==> src/design/anau_pkg.sv <==
// ----------------------------------------------------------------------------
// anau_pkg
// Types and constants shared by the Annex B NAL / access-unit splitter.
// ----------------------------------------------------------------------------
package anau_pkg;

	localparam int OFFSET_BITS_DEF = 32;
	localparam int OUT_W           = 32;
	localparam int CODE_SIZE_W     = 3;
	localparam int TYPE_W          = 5;
	localparam int IN_DATA_W       = 8;
	localparam int OUT_DATA_W      = 80;

	localparam int QUEUE_DEPTH = 4;
	localparam int PTR_W       = $clog2(QUEUE_DEPTH);
	localparam int CNT_W       = $clog2(QUEUE_DEPTH + 1);

	// output tdata bit positions
	localparam int OFS_LSB  = 0;
	localparam int LEN_LSB  = 32;
	localparam int CSZ_LSB  = 64;
	localparam int TYPE_LSB = 67;
	localparam int HDR_BIT  = 72;
	localparam int AU_BIT   = 73;

	localparam logic [7:0] ZERO_BYTE  = 8'h00;
	localparam logic [7:0] START_BYTE = 8'h01;

	localparam logic [TYPE_W-1:0] TYPE_MASK   = 5'h1F;
	localparam logic [TYPE_W-1:0] TYPE_NONE   = 5'd0;
	localparam logic [TYPE_W-1:0] TYPE_SPS    = 5'd7;
	localparam logic [TYPE_W-1:0] TYPE_VCL_LO = 5'd1;
	localparam logic [TYPE_W-1:0] TYPE_VCL_HI = 5'd5;

	localparam logic [CODE_SIZE_W-1:0] CODE3 = 3'd3;
	localparam logic [CODE_SIZE_W-1:0] CODE4 = 3'd4;

	typedef struct packed {
		logic [OUT_W-1:0]       nal_offset;
		logic [OUT_W-1:0]       nal_length;
		logic [CODE_SIZE_W-1:0] code_size;
		logic [TYPE_W-1:0]      unit_type;
		logic                   header_present;
		logic                   begins_access_unit;
		logic                   final_unit;
	} result_t;

	typedef struct packed {
		logic any_au;
		logic prev_vcl;
		logic cur_vcl;
	} au_state_t;

endpackage

==> src/design/annexb_nal_and_access_unit_splitter_unit.sv <==
// ----------------------------------------------------------------------------
// annexb_nal_and_access_unit_splitter_unit
// Scans an H.264 Annex B byte stream for start codes and reports each NAL
// unit with its offset, length, code size, type and access-unit start mark.
// ----------------------------------------------------------------------------
// Takes one stream byte per clock while s_axis_tready is high. Every
// accepted byte updates the parser state in the same cycle and can close up
// to two NAL units (one at a start code, one at the stream end); the results
// go into a registered 4-entry output queue. s_axis_tready is high while the
// queue has room for two results, so with the master side taking a result
// each cycle the block runs at one byte per clock indefinitely.
// Offsets and lengths above 2^32 - 1 read as all ones.
module annexb_nal_and_access_unit_splitter_unit #(
	parameter int OFFSET_BITS = anau_pkg::OFFSET_BITS_DEF
) (
	input  logic                            clk,
	input  logic                            arst_n,
	input  logic                            s_axis_tvalid,
	output logic                            s_axis_tready,
	input  logic [anau_pkg::IN_DATA_W-1:0]  s_axis_tdata,  // [7:0] stream_byte
	input  logic                            s_axis_tlast,  // last_byte
	output logic                            m_axis_tvalid,
	input  logic                            m_axis_tready,
	// [31:0] nal_offset, [63:32] nal_length, [66:64] code_size,
	// [71:67] unit_type, [72] header_present, [73] begins_access_unit, pad
	output logic [anau_pkg::OUT_DATA_W-1:0] m_axis_tdata,
	output logic                            m_axis_tlast   // final_unit
);
	import anau_pkg::*;

	localparam int LW   = OFFSET_BITS + 1;
	localparam int WIDE = (LW > OUT_W) ? LW : OUT_W + 1;
	localparam logic [OFFSET_BITS-1:0] POS_MAX = '1;

	logic [OFFSET_BITS-1:0] position_q;
	logic [7:0]             recent0_q, recent1_q, recent2_q;
	logic                   pend_valid_q;
	logic [OFFSET_BITS-1:0] pend_offset_q;
	logic                   pend_four_q;
	logic [TYPE_W-1:0]      pend_type_q;
	logic                   pend_hdr_q;
	au_state_t              au_q;

	result_t                queue_q [QUEUE_DEPTH];
	logic [PTR_W-1:0]       wr_ptr_q, rd_ptr_q;
	logic [CNT_W-1:0]       count_q;

	logic                   accept, pop;
	logic [7:0]             b;
	logic                   hdr_now;
	logic [TYPE_W-1:0]      type_h;
	logic                   hdr_h;
	logic                   code_hit, four_hit;
	logic [OFFSET_BITS-1:0] code_off;
	logic [OFFSET_BITS-1:0] hdr_pos;
	result_t                res_a, res_b;
	au_state_t              au_a, au_b;
	logic                   a_v, b_v;
	logic                   n_pend_valid;
	logic [OFFSET_BITS-1:0] n_pend_offset;
	logic                   n_pend_four;
	logic [TYPE_W-1:0]      n_pend_type;
	logic                   n_pend_hdr;
	result_t                push0, push1;
	logic [1:0]             n_push;

	function automatic logic [OUT_W-1:0] sat_out(input logic [WIDE-1:0] v);
		sat_out = (|v[WIDE-1:OUT_W]) ? '1 : v[OUT_W-1:0];
	endfunction

	function automatic result_t close_unit(
		input  logic [OFFSET_BITS-1:0] p_off,
		input  logic                   four,
		input  logic [TYPE_W-1:0]      ptype,
		input  logic                   phdr,
		input  logic [LW-1:0]          end_pos,
		input  logic                   fin,
		input  au_state_t              au_in,
		output au_state_t              au_out
	);
		logic [LW-1:0]     len;
		logic [LW-1:0]     csize;
		logic              hdr;
		logic [TYPE_W-1:0] t;
		logic              vcl;
		logic              opens;
		result_t           r;
		len    = end_pos - {1'b0, p_off};
		csize  = four ? LW'(4) : LW'(3);
		hdr    = phdr && (len > csize);
		t      = hdr ? (ptype & TYPE_MASK) : TYPE_NONE;
		vcl    = (t >= TYPE_VCL_LO) && (t <= TYPE_VCL_HI);
		opens  = 1'b0;
		au_out = au_in;
		if (t == TYPE_SPS) begin
			opens           = 1'b1;
			au_out.any_au   = 1'b1;
			au_out.cur_vcl  = 1'b0;
			au_out.prev_vcl = 1'b0;
		end else if (vcl) begin
			if (!au_in.prev_vcl && (!au_in.any_au || au_in.cur_vcl)) begin
				opens         = 1'b1;
				au_out.any_au = 1'b1;
			end
			au_out.cur_vcl  = 1'b1;
			au_out.prev_vcl = 1'b1;
		end else begin
			if (!au_in.any_au) begin
				opens          = 1'b1;
				au_out.any_au  = 1'b1;
				au_out.cur_vcl = 1'b0;
			end
			au_out.prev_vcl = 1'b0;
		end
		r.nal_offset         = sat_out(WIDE'(p_off));
		r.nal_length         = sat_out(WIDE'(len));
		r.code_size          = four ? CODE4 : CODE3;
		r.unit_type          = t;
		r.header_present     = hdr;
		r.begins_access_unit = opens;
		r.final_unit         = fin;
		close_unit = r;
	endfunction

	assign s_axis_tready = (count_q <= CNT_W'(QUEUE_DEPTH - 2));
	assign accept        = s_axis_tvalid && s_axis_tready;
	assign m_axis_tvalid = (count_q != '0);
	assign pop           = m_axis_tvalid && m_axis_tready;
	assign b             = s_axis_tdata;

	assign m_axis_tdata = {6'b0, queue_q[rd_ptr_q].begins_access_unit,
		queue_q[rd_ptr_q].header_present, queue_q[rd_ptr_q].unit_type,
		queue_q[rd_ptr_q].code_size, queue_q[rd_ptr_q].nal_length,
		queue_q[rd_ptr_q].nal_offset};
	assign m_axis_tlast = queue_q[rd_ptr_q].final_unit;

	always_comb begin
		hdr_pos  = pend_offset_q + (pend_four_q ? OFFSET_BITS'(4) : OFFSET_BITS'(3));
		hdr_now  = pend_valid_q && !pend_hdr_q && (position_q == hdr_pos);
		type_h   = hdr_now ? (b[TYPE_W-1:0] & TYPE_MASK) : pend_type_q;
		hdr_h    = pend_hdr_q || hdr_now;

		code_hit = (b == START_BYTE) && (position_q > OFFSET_BITS'(1))
			&& (position_q != POS_MAX) && (recent0_q == ZERO_BYTE)
			&& (recent1_q == ZERO_BYTE);
		four_hit = (position_q > OFFSET_BITS'(2)) && (recent2_q == ZERO_BYTE);
		code_off = position_q - (four_hit ? OFFSET_BITS'(3) : OFFSET_BITS'(2));

		a_v   = code_hit && pend_valid_q;
		res_a = close_unit(pend_offset_q, pend_four_q, type_h, hdr_h,
			{1'b0, code_off}, 1'b0, au_q, au_a);
		if (!a_v) begin
			au_a = au_q;
		end

		if (code_hit) begin
			n_pend_valid  = 1'b1;
			n_pend_offset = code_off;
			n_pend_four   = four_hit;
			n_pend_type   = TYPE_NONE;
			n_pend_hdr    = 1'b0;
		end else begin
			n_pend_valid  = pend_valid_q;
			n_pend_offset = pend_offset_q;
			n_pend_four   = pend_four_q;
			n_pend_type   = type_h;
			n_pend_hdr    = hdr_h;
		end

		b_v   = s_axis_tlast && n_pend_valid;
		res_b = close_unit(n_pend_offset, n_pend_four, n_pend_type, n_pend_hdr,
			{1'b0, position_q} + LW'(1), 1'b1, au_a, au_b);

		push0  = a_v ? res_a : res_b;
		push1  = res_b;
		n_push = {1'b0, a_v} + {1'b0, b_v};
	end

	always_ff @(posedge clk) begin
		if (accept && n_push != 2'd0) begin
			queue_q[wr_ptr_q] <= push0;
		end
		if (accept && n_push == 2'd2) begin
			queue_q[wr_ptr_q + PTR_W'(1)] <= push1;
		end
	end

	always_ff @(posedge clk or negedge arst_n) begin
		if (!arst_n) begin
			wr_ptr_q <= '0;
			rd_ptr_q <= '0;
			count_q  <= '0;
		end else begin
			if (accept) begin
				wr_ptr_q <= wr_ptr_q + PTR_W'(n_push);
			end
			if (pop) begin
				rd_ptr_q <= rd_ptr_q + PTR_W'(1);
			end
			count_q <= count_q + (accept ? CNT_W'(n_push) : '0) - CNT_W'(pop);
		end
	end

	always_ff @(posedge clk or negedge arst_n) begin
		if (!arst_n) begin
			position_q    <= '0;
			recent0_q     <= '0;
			recent1_q     <= '0;
			recent2_q     <= '0;
			pend_valid_q  <= 1'b0;
			pend_offset_q <= '0;
			pend_four_q   <= 1'b0;
			pend_type_q   <= '0;
			pend_hdr_q    <= 1'b0;
			au_q          <= '0;
		end else if (accept) begin
			if (s_axis_tlast) begin
				position_q    <= '0;
				recent0_q     <= '0;
				recent1_q     <= '0;
				recent2_q     <= '0;
				pend_valid_q  <= 1'b0;
				pend_offset_q <= '0;
				pend_four_q   <= 1'b0;
				pend_type_q   <= '0;
				pend_hdr_q    <= 1'b0;
				au_q          <= '0;
			end else begin
				if (position_q != POS_MAX) begin
					position_q <= position_q + OFFSET_BITS'(1);
				end
				recent0_q     <= b;
				recent1_q     <= recent0_q;
				recent2_q     <= recent1_q;
				pend_valid_q  <= n_pend_valid;
				pend_offset_q <= n_pend_offset;
				pend_four_q   <= n_pend_four;
				pend_type_q   <= n_pend_type;
				pend_hdr_q    <= n_pend_hdr;
				au_q          <= au_a;
			end
		end
	end

endmodule

==> config.mk <==
export PLATFORM = sky130hd
export DESIGN_NAME = annexb_nal_and_access_unit_splitter_unit
export DESIGN_NICKNAME = d
export VERILOG_FILES = /design/src/design/anau_pkg.sv /design/src/design/annexb_nal_and_access_unit_splitter_unit.sv
export SDC_FILE = /design/constraint.sdc
export NUM_CORES = 1
export LEC_CHECK = 0
export ABC_AREA = 1
export ABC_CLOCK_PERIOD_IN_PS = 6500
export BUFFER_PORTS_ARGS = -buffer_cell sky130_fd_sc_hd__clkbuf_2
export CAP_MARGIN = 0
export CORE_MARGIN = 8
export CORE_UTILIZATION = 58
export DETAILED_ROUTE_END_ITERATION = 16
export PLACE_DENSITY = 0.78
export SLEW_MARGIN = 0
export SYNTH_ARGS = -nofsm -noshare
export SYNTH_HDL_FRONTEND = slang
export SYNTH_SLANG_ARGS = --single-unit
==> constraint.sdc <==
create_clock -name clk -period 6.5 [get_ports clk]
set_clock_uncertainty 0.2 [all_clocks]
set_input_delay 1.95 -clock clk [delete_from_list [all_inputs] [get_ports clk]]
set_output_delay 1.95 -clock clk [all_outputs]
set_load 0.01 [all_outputs]
# After elaboration in Yosys (flattened, before gate mapping)
# Memory sizes are Yosys's and may differ from the RTL's.
# Index checks and enable logic that the tools add are counted.
dict set report totals {
  memories 1
  out_inout_bits 83
  register_bits 106
  elab_cells 123
  ram_bits 300
}
dict set report op_classes {
  mux 46
  n_eq_ne 6
  order_cmp 9
  n_reduce_logical 34
  addsub 12
}
# name depth width rd rd_ports_with_merged_regs write_ports line_no
set mem_list {}
lappend mem_list {queue_q 4 75 1 0 2 annexb_nal_and_access_unit_splitter_unit.sv:44} ;# result_t queue_q [QUEUE_DEPTH];
# operator count
set op_table {}
lappend op_table {{$mux W32} 6}
lappend op_table {{$mux W75} 1}
lappend op_table {{$gt A33 B3 Y1} 2}
lappend op_table {{$add A32 B1 Y33 const B} 1}
lappend op_table {{$sub A32 B32 Y33} 1}
lappend op_table {{$sub A33 B32 Y33} 1}
lappend op_table {{$add A32 B1 Y32 const B} 1}
lappend op_table {{$add A32 B3 Y32} 1}
lappend op_table {{$eq A32 B32 Y1} 1}
lappend op_table {{$gt A32 B1 Y1 const B} 1}
lappend op_table {{$gt A32 B2 Y1 const B} 1}
lappend op_table {{$ne A32 B32 Y1 const B} 1}
lappend op_table {{$sub A32 B2 Y32} 1}
lappend op_table {{$mux W3} 9}
lappend op_table {{$mux W5} 5}
lappend op_table {{$logic_not A8 Y1} 3}
lappend op_table {{$mux W8} 3}
lappend op_table {{$mux W1} 21}
lappend op_table {{$logic_and A1 B1 Y1} 19}
lappend op_table {{$eq A5 B3 Y1 const B} 2}
lappend op_table {{$ge A5 B1 Y1 const B} 2}
lappend op_table {{$le A5 B3 Y1 const B} 2}
lappend op_table {{$eq A8 B1 Y1 const B} 1}
lappend op_table {{$logic_not A1 Y1} 5}
lappend op_table {{12 further kinds} 16}

# Depth between registers and ports, before layout
# Gate-level depths: netlist (run 1).
dict set report logic_depth {
  ltp_word 20
  depth_mapped 54
  mapped_depth_nobuf 53
}

# Least setup slack after synthesis (run 1)
# Ideal clock, no wire load.
dict set report synth_timing {
  path_type {input to register}
  start {in s_axis_tdata[0] (netlist bit)}
  end {mem queue_q[3][1] (netlist bit), data pin}
  setup_slack_ns -0.408
  required_ns 6.048
  path_stages 39
  path_buffers 2
  setup_ns 0.252
  t_arrival_ns 6.456
  path_cell_list {inv_1 -> nor4_1 -> nand2_1 -> nor4_1 -> nand3_1 -> buf_2 -> buf_1 -> o21ai_1 -> inv_1 -> ha_1 -> inv_1 -> ha_1 -> fa_1 -> nand3_1 -> nand3_1 -> nand2_1 -> nand2_1 -> nand2_1 -> [... 3 more ...] -> nand2_1 -> nand2_1 -> nor2_2 -> nand2_1 -> nor2_1 -> nand4_1 -> nand2_1 -> nand2_1 -> nor2_4 -> nand3_1 -> nand3_1 -> nand2_1 -> inv_2 -> nand2_4 -> nand2_2 -> nand2_2 -> nand2_1 -> nand2_1}
}
# element line_no
set synth_lines {}
lappend synth_lines {{from (decl)} annexb_nal_and_access_unit_splitter_unit.sv:20} ;# input logic [anau_pkg::IN_DATA_W-1:0] s_axis_tdata,
lappend synth_lines {{to (decl)} annexb_nal_and_access_unit_splitter_unit.sv:44}

==> flow_metrics.py, run 1 <==
metrics = {
    "status": {
        "outcome": "complete, but fails checks",
        "violations": "negative setup slack",
    },
    "critical_path": {
        "r2r_slack_ps": -100,
        "worstPathRequired_ps": 6630,
        "start_kind": "register",
        "cp_num_buf_inv": 10,
        "crit_path_max_incr_delay_ps": 400,
        "r2r-start": "position_q[2]$_DFFE_PN0P_",
        "cpLargestDelayFamily": "simple AND/OR/NAND/NOR gates",
        "crit_path_top_delay_cell": "dfrtp_1",
        "r2r_end": "queue_q[1][1]$_DFFE_PP_",
        "cp_max_fo": 5,
        "endpoint_kind": "register",
        "cp.arrival_ps": 6730,
        "setup.worst_path.start": "position_q[2]$_DFFE_PN0P_",
        "path_class": "register to register",
        "r2r_cells": 48,
    },
    "timing": {
        "rsz0062_at_grt": "true",
        "post-route-min-period_ps": 6600,
        "fmax_mhz": 151,
        "hold_viol": 0,
        "slew_viol_final": 0,
        "final-setup-viol-count": 8,
        "whs_ps": 294,
        "slew_headroom_pct": 20.6,
        "period_share_pct": 102,
        "timing.final.ws_setup_ps": -105,
        "tightest_slew_ps": 1190,
    },
    "min_path": {
        "min_from": "queue_q[3][0]$_SDFFE_PP1P_",
        "hp-class": "register to register",
        "min_path_cells": 2,
        "worstHoldEndpoint": "queue_q[3][0]$_SDFFE_PP1P_",
    },
    "clock_tree": {
        "clk_pin_slew_ps": 60,
        "worst_skew_pair.late_latency_ps": 580,
        "cts_root_buffer": "clkbuf_16",
        "clockBufferDepth": 3,
        "cts_tree": "yes",
        "h-tree-depth": 2,
        "hold_buffers": 0,
        "cts.sinks": 402,
        "cts_inserted_buffers": 43,
    },
    "cells_and_area": {
        "final_cells": 4674,
        "drive_gt1_share_pct": 20.9,
        "finish.utilization_pct": 71.6,
        "fillCellCount": 3732,
        "syn2layout_area_growth_pct": 22.5,
        "insertedDiodeCount": 0,
        "final_cell_mix": "nand2_1 (726), buf_4 (411), inv_1 (409), nor2_1 (409), o22ai_1 (397)",
        "nets": 4159,
        "mostFrequentLayoutCell": "nand2_1",
    },
    "grt": {
        "grt_pass1_wl_um": 160000,
        "grt_max_degree": 151,
        "grt_usage_pct": 36.5,
        "antenna_found_initial": 0,
        "grt_pass1_vias": 27700,
        "grt-ovfl-total": 0,
    },
    "routing": {
        "firstDrtPassIters": 6,
        "drt-total-wl_um": 106000,
        "drt_first_iter_violations": 4427,
        "wl_per_cell_um": 22.7,
        "vias": 29500,
        "drc": 0,
        "drt.antenna.violating_nets": 0,
        "viasPerCell": 6.31,
    },
    "die": {
        "rows": 80,
        "io-pin-count": 96,
        "core-area_mm2": 0.0474,
        "die_area_mm2": 0.0550,
        "die_w_um": 235,
        "dieHeight_um": 235,
        "start_util_pct": 58.4,
    },
    "place": {
        "port_buffers": 89,
        "gp_congestion": 1.04,
        "dp_cells": 4574,
        "dp_hpwl_um": 77500,
    },
    "synth": {
        "synth_area_mm2": 0.0277,
        "synth-edff-count": 292,
        "yosysWarningCount": 0,
        "avgSynthCellArea_um2": 7.63,
        "synth-main-ff-cell": "edfxtp_1",
        "netlist_instances": 3632,
        "ys_async_sr_fraction_pct": 26.4,
        "yosysSeqAreaShare_pct": 41.5,
        "ys_ff_latch": 402,
        "ys_types": 56,
    },
    "run": {
        "max_cap_violations": 0,
    },
}
metrics by stage:
| step | TNS (ps) | setup slack (ps) | area [µm²] |
|---|---|---|---|
| final | -325 | -105 | 34000 |
| after CTS | 0 | 8.47 | 33300 |
| after global routing | -7460 | -373 | 34000 |
| after global placement | -17750 | -502 | 31600 |
| after detailed placement | -20690 | -529 | 31600 |
| after floorplan | 0 | 2.57 | 27900 |
worst min-delay path: stages (launching register included):
cell	delay [ps]
dfxtp_1	310
nor2_1	100
a21oi_1	40
flip-flops by register name, indices dropped and copies added (netlist names):
name	cells
au_q	3
count_q	3
pend_four_q	1
pend_hdr_q	1
pend_offset_q	32
pend_type_q	5
pend_valid_q	1
position_q	32
queue_q	296
rd_ptr_q	2
recent0_q	8
recent1_q	8
recent2_q	8
wr_ptr_q	2
worst max path at each step:
stage	depth (start not counted)	slack (ps)	endpoint
detailed placement	35	-530	queue_q[0][1]$_DFFE_PP_
floorplan	34	3	queue_q[3][1]$_DFFE_PP_
global route	50	-370	queue_q[1][1]$_DFFE_PP_
CTS	53	8	queue_q[1][1]$_DFFE_PP_
global placement	35	-500	queue_q[1][1]$_DFFE_PP_
finish	48	-100	queue_q[1][1]$_DFFE_PP_
layer usage:
layer / part of all wire [%] / wire length, µm / GRT usage [%]
met1: 37 / 38900 / 47.3
met2: 45 / 47300 / 57.7
met3: 13 / 13800 / 8.37
met4: 5.6 / 5910 / 17.6
met5: 0 / 0 / 0
layout make-up:
cell class	instances	area [µm²]	share of cell area [%]
Multi-Input combinational cell	2614	14700	43.3
Sequential cell	402	11500	33.9
Clock inverter	20	208	0.611
Inverter	445	1680	4.93
Tap cell	615	769	2.27
Clock buffer	60	1220	3.60
Timing Repair Buffer	518	3880	11.4
cells in the mapped netlist (all sizes together) (54+ instances only):
library cell  number  area (µm²)
xor2              62         543
nand4             54         338
nor2             478        1930
clkbuf           149         561
ha               118        1480
nand3            168         893
o22ai            398        2490
o21ai            308        1550
inv              443        1660
dfrtp            106        2650
a21oi            102         514
nand2            760        2900
edfxtp           292        8770
cell families after synthesis:
| kind of cell | count (synthesis) | synth area share [%] |
|---|---|---|
| xor gates and xnor gates | 79 | 2.60 |
| other | 1 | 0.0135 |
| DFF | 402 | 41.5 |
| and+or+nand+nor | 1549 | 23.8 |
| buffers and inverters | 621 | 8.62 |
| adders and majority gates | 122 | 5.61 |
| AOI/OAI and AO/OA | 858 | 17.8 |
what timing repair did:
action                                  in CTS  in global routing
setup buffers                                9                 12
pin swaps                                   11                 39
resized for setup                           32                160
endpoints found under the setup margin     134                155
Power of run 1 is not shown: default switching activity piles up to over one toggle a cycle in this logic, so the estimate is an artifact.
==> run 2: changes to the inputs <==
- RECOVER_POWER: default -> 50
==> flow_metrics.py, run 2 (same netlist as run 1, synthesis figures left out) <==
metrics = {
    "status": {
        "outcome": "complete, but fails checks",
        "violations": "max-capacitance violations, max-slew violations, negative setup slack",
    },
    "timing": {
        "tightest_slew_ps": 4020,
        "post-route-min-period_ps": 6630,
        "hold_viol": 0,
        "period_share_pct": 102,
        "slew_viol_final": 98,
        "rsz0062_at_grt": "true",
        "final-setup-viol-count": 11,
        "fmax_mhz": 151,
        "tns_ps": -573,
        "timing.final.ws_setup_ps": -130,
        "slew_headroom_pct": -168,
    },
    "die": {
        "io-pin-count": 96,
        "core-area_mm2": 0.0474,
        "start_util_pct": 58.4,
        "dieHeight_um": 235,
        "die_area_mm2": 0.0550,
        "rows": 80,
        "die_w_um": 235,
    },
    "clock_tree": {
        "h-tree-depth": 2,
        "cts.sinks": 402,
        "cts_tree": "yes",
        "hold_buffers": 0,
        "cts_inserted_buffers": 43,
        "cts_root_buffer": "clkbuf_16",
        "clockBufferDepth": 3,
        "worst_skew_pair.late_latency_ps": 580,
        "clk_pin_slew_ps": 60,
    },
    "cells_and_area": {
        "drive_gt1_share_pct": 20.7,
        "largestRegisters": "queue_q: 296 flops, pend_offset_q: 32 flops, position_q: 32 flops",
        "nets": 4159,
        "insertedDiodeCount": 0,
        "syn2layout_area_growth_pct": 22.5,
        "regMostFlops": "queue_q",
        "largest_reg_flops": 296,
        "final_cell_mix": "nand2_1 (727), inv_1 (410), nor2_1 (409)",
        "mostFrequentLayoutCell": "nand2_1",
    },
    "critical_path": {
        "crit_path_max_incr_delay_ps": 350,
        "worstPathRequired_ps": 6630,
        "crit_path_top_delay_cell": "dfrtp_1",
        "path_class": "register to register",
        "endpoint_kind": "register",
        "start_kind": "register",
        "setup.worst_path.start": "position_q[12]$_DFFE_PN0P_",
        "cpMostUsedCell": "nand2_1",
        "cp_max_fo": 5,
        "r2r-start": "position_q[12]$_DFFE_PN0P_",
        "cp.arrival_ps": 6760,
    },
    "routing": {
        "drt_first_iter_violations": 4305,
        "firstDrtPassIters": 8,
        "viasPerCell": 6.31,
        "drt-total-wl_um": 106000,
        "wl_per_cell_um": 22.7,
        "vias": 29500,
        "drc": 0,
        "drt.antenna.violating_nets": 0,
    },
    "grt": {
        "grt-ovfl-total": 0,
        "grt_pass1_wl_um": 160000,
        "grt_max_degree": 151,
        "grt_pass1_vias": 27700,
        "antenna_found_initial": 0,
        "grt_usage_pct": 36.5,
    },
    "place": {
        "dp_hpwl_um": 77500,
        "port_buffers": 89,
        "gp_congestion": 1.04,
    },
    "run": {
        "max_cap_violations": 2,
    },
    "min_path": {
        "min_from": "queue_q[3][0]$_SDFFE_PP1P_",
        "hp-class": "register to register",
    },
}
[run 2: critical path: cells and delay by family, from the launching register on]
| kind | cells | cell delay (ps) |
|---|---|---|
| AOI/OAI and AO/OA | 5 | 810 |
| DFF | 1 | 350 |
| and+or+nand+nor | 28 | 3030 |
| buffers and inverters | 10 | 780 |
| xor gates and xnor gates | 1 | 210 |
| adders and majority gates | 4 | 990 |
[run 2: metal layers]
layer	vias up	wire length (µm)	GRT usage [%]
met5	-	0	0
met3	464	13700	8.37
met2	2176	47000	57.7
li1	13300	-	-
met1	13500	39200	47.3
met4	0	6030	17.6
[run 2: layout make-up]
type / instances / area, µm²
clock buffer: 60 / 1220
clock inverter: 20 / 208
fill: 3744 / 13500
inverter: 445 / 1680
multi-input combinational: 2614 / 14700
sequential: 402 / 11500
tap: 615 / 769
timing repair buffer: 518 / 3860
[run 2: worst paths after layout]
path	endpoint	slack (ps)	cells after the start
setup / recovery	queue_q[1][1]$_DFFE_PP_	-130	48
hold / removal	queue_q[3][0]$_SDFFE_PP1P_	290	2
setup reg to reg	queue_q[1][1]$_DFFE_PP_	-130	48
hold reg to reg	queue_q[3][0]$_SDFFE_PP1P_	290	2
max in group asynchronous	rd_ptr_q[0]$_DFFE_PN0P_	730	1
min in group asynchronous	rd_ptr_q[1]$_DFFE_PN0P_	2570	1
[run 2: repair_timing]
item,4_1_cts,5_1_grt
endpoints found under the setup margin,134,155
gates resized for setup,32,160
buffers inserted,9,12
pin swaps,11,39
[run 2: through the flow]
step / cells / util [%] / setup slack, ps / cell area (µm²) / hold slack [ps]
floorplan: 3637 / - / 2.57 / 27900 / 253
CTS: 4663 / 70.2 / 8.47 / 33300 / 292
finish: 4674 / 71.5 / -130 / 33900 / 293
detailed placement: 4574 / 66.7 / -529 / 31600 / 281
global placement: 4574 / 66.7 / -502 / 31600 / 267
global route: 4674 / 71.5 / -373 / 33900 / 315
Power of run 2 is left out for the same reason.
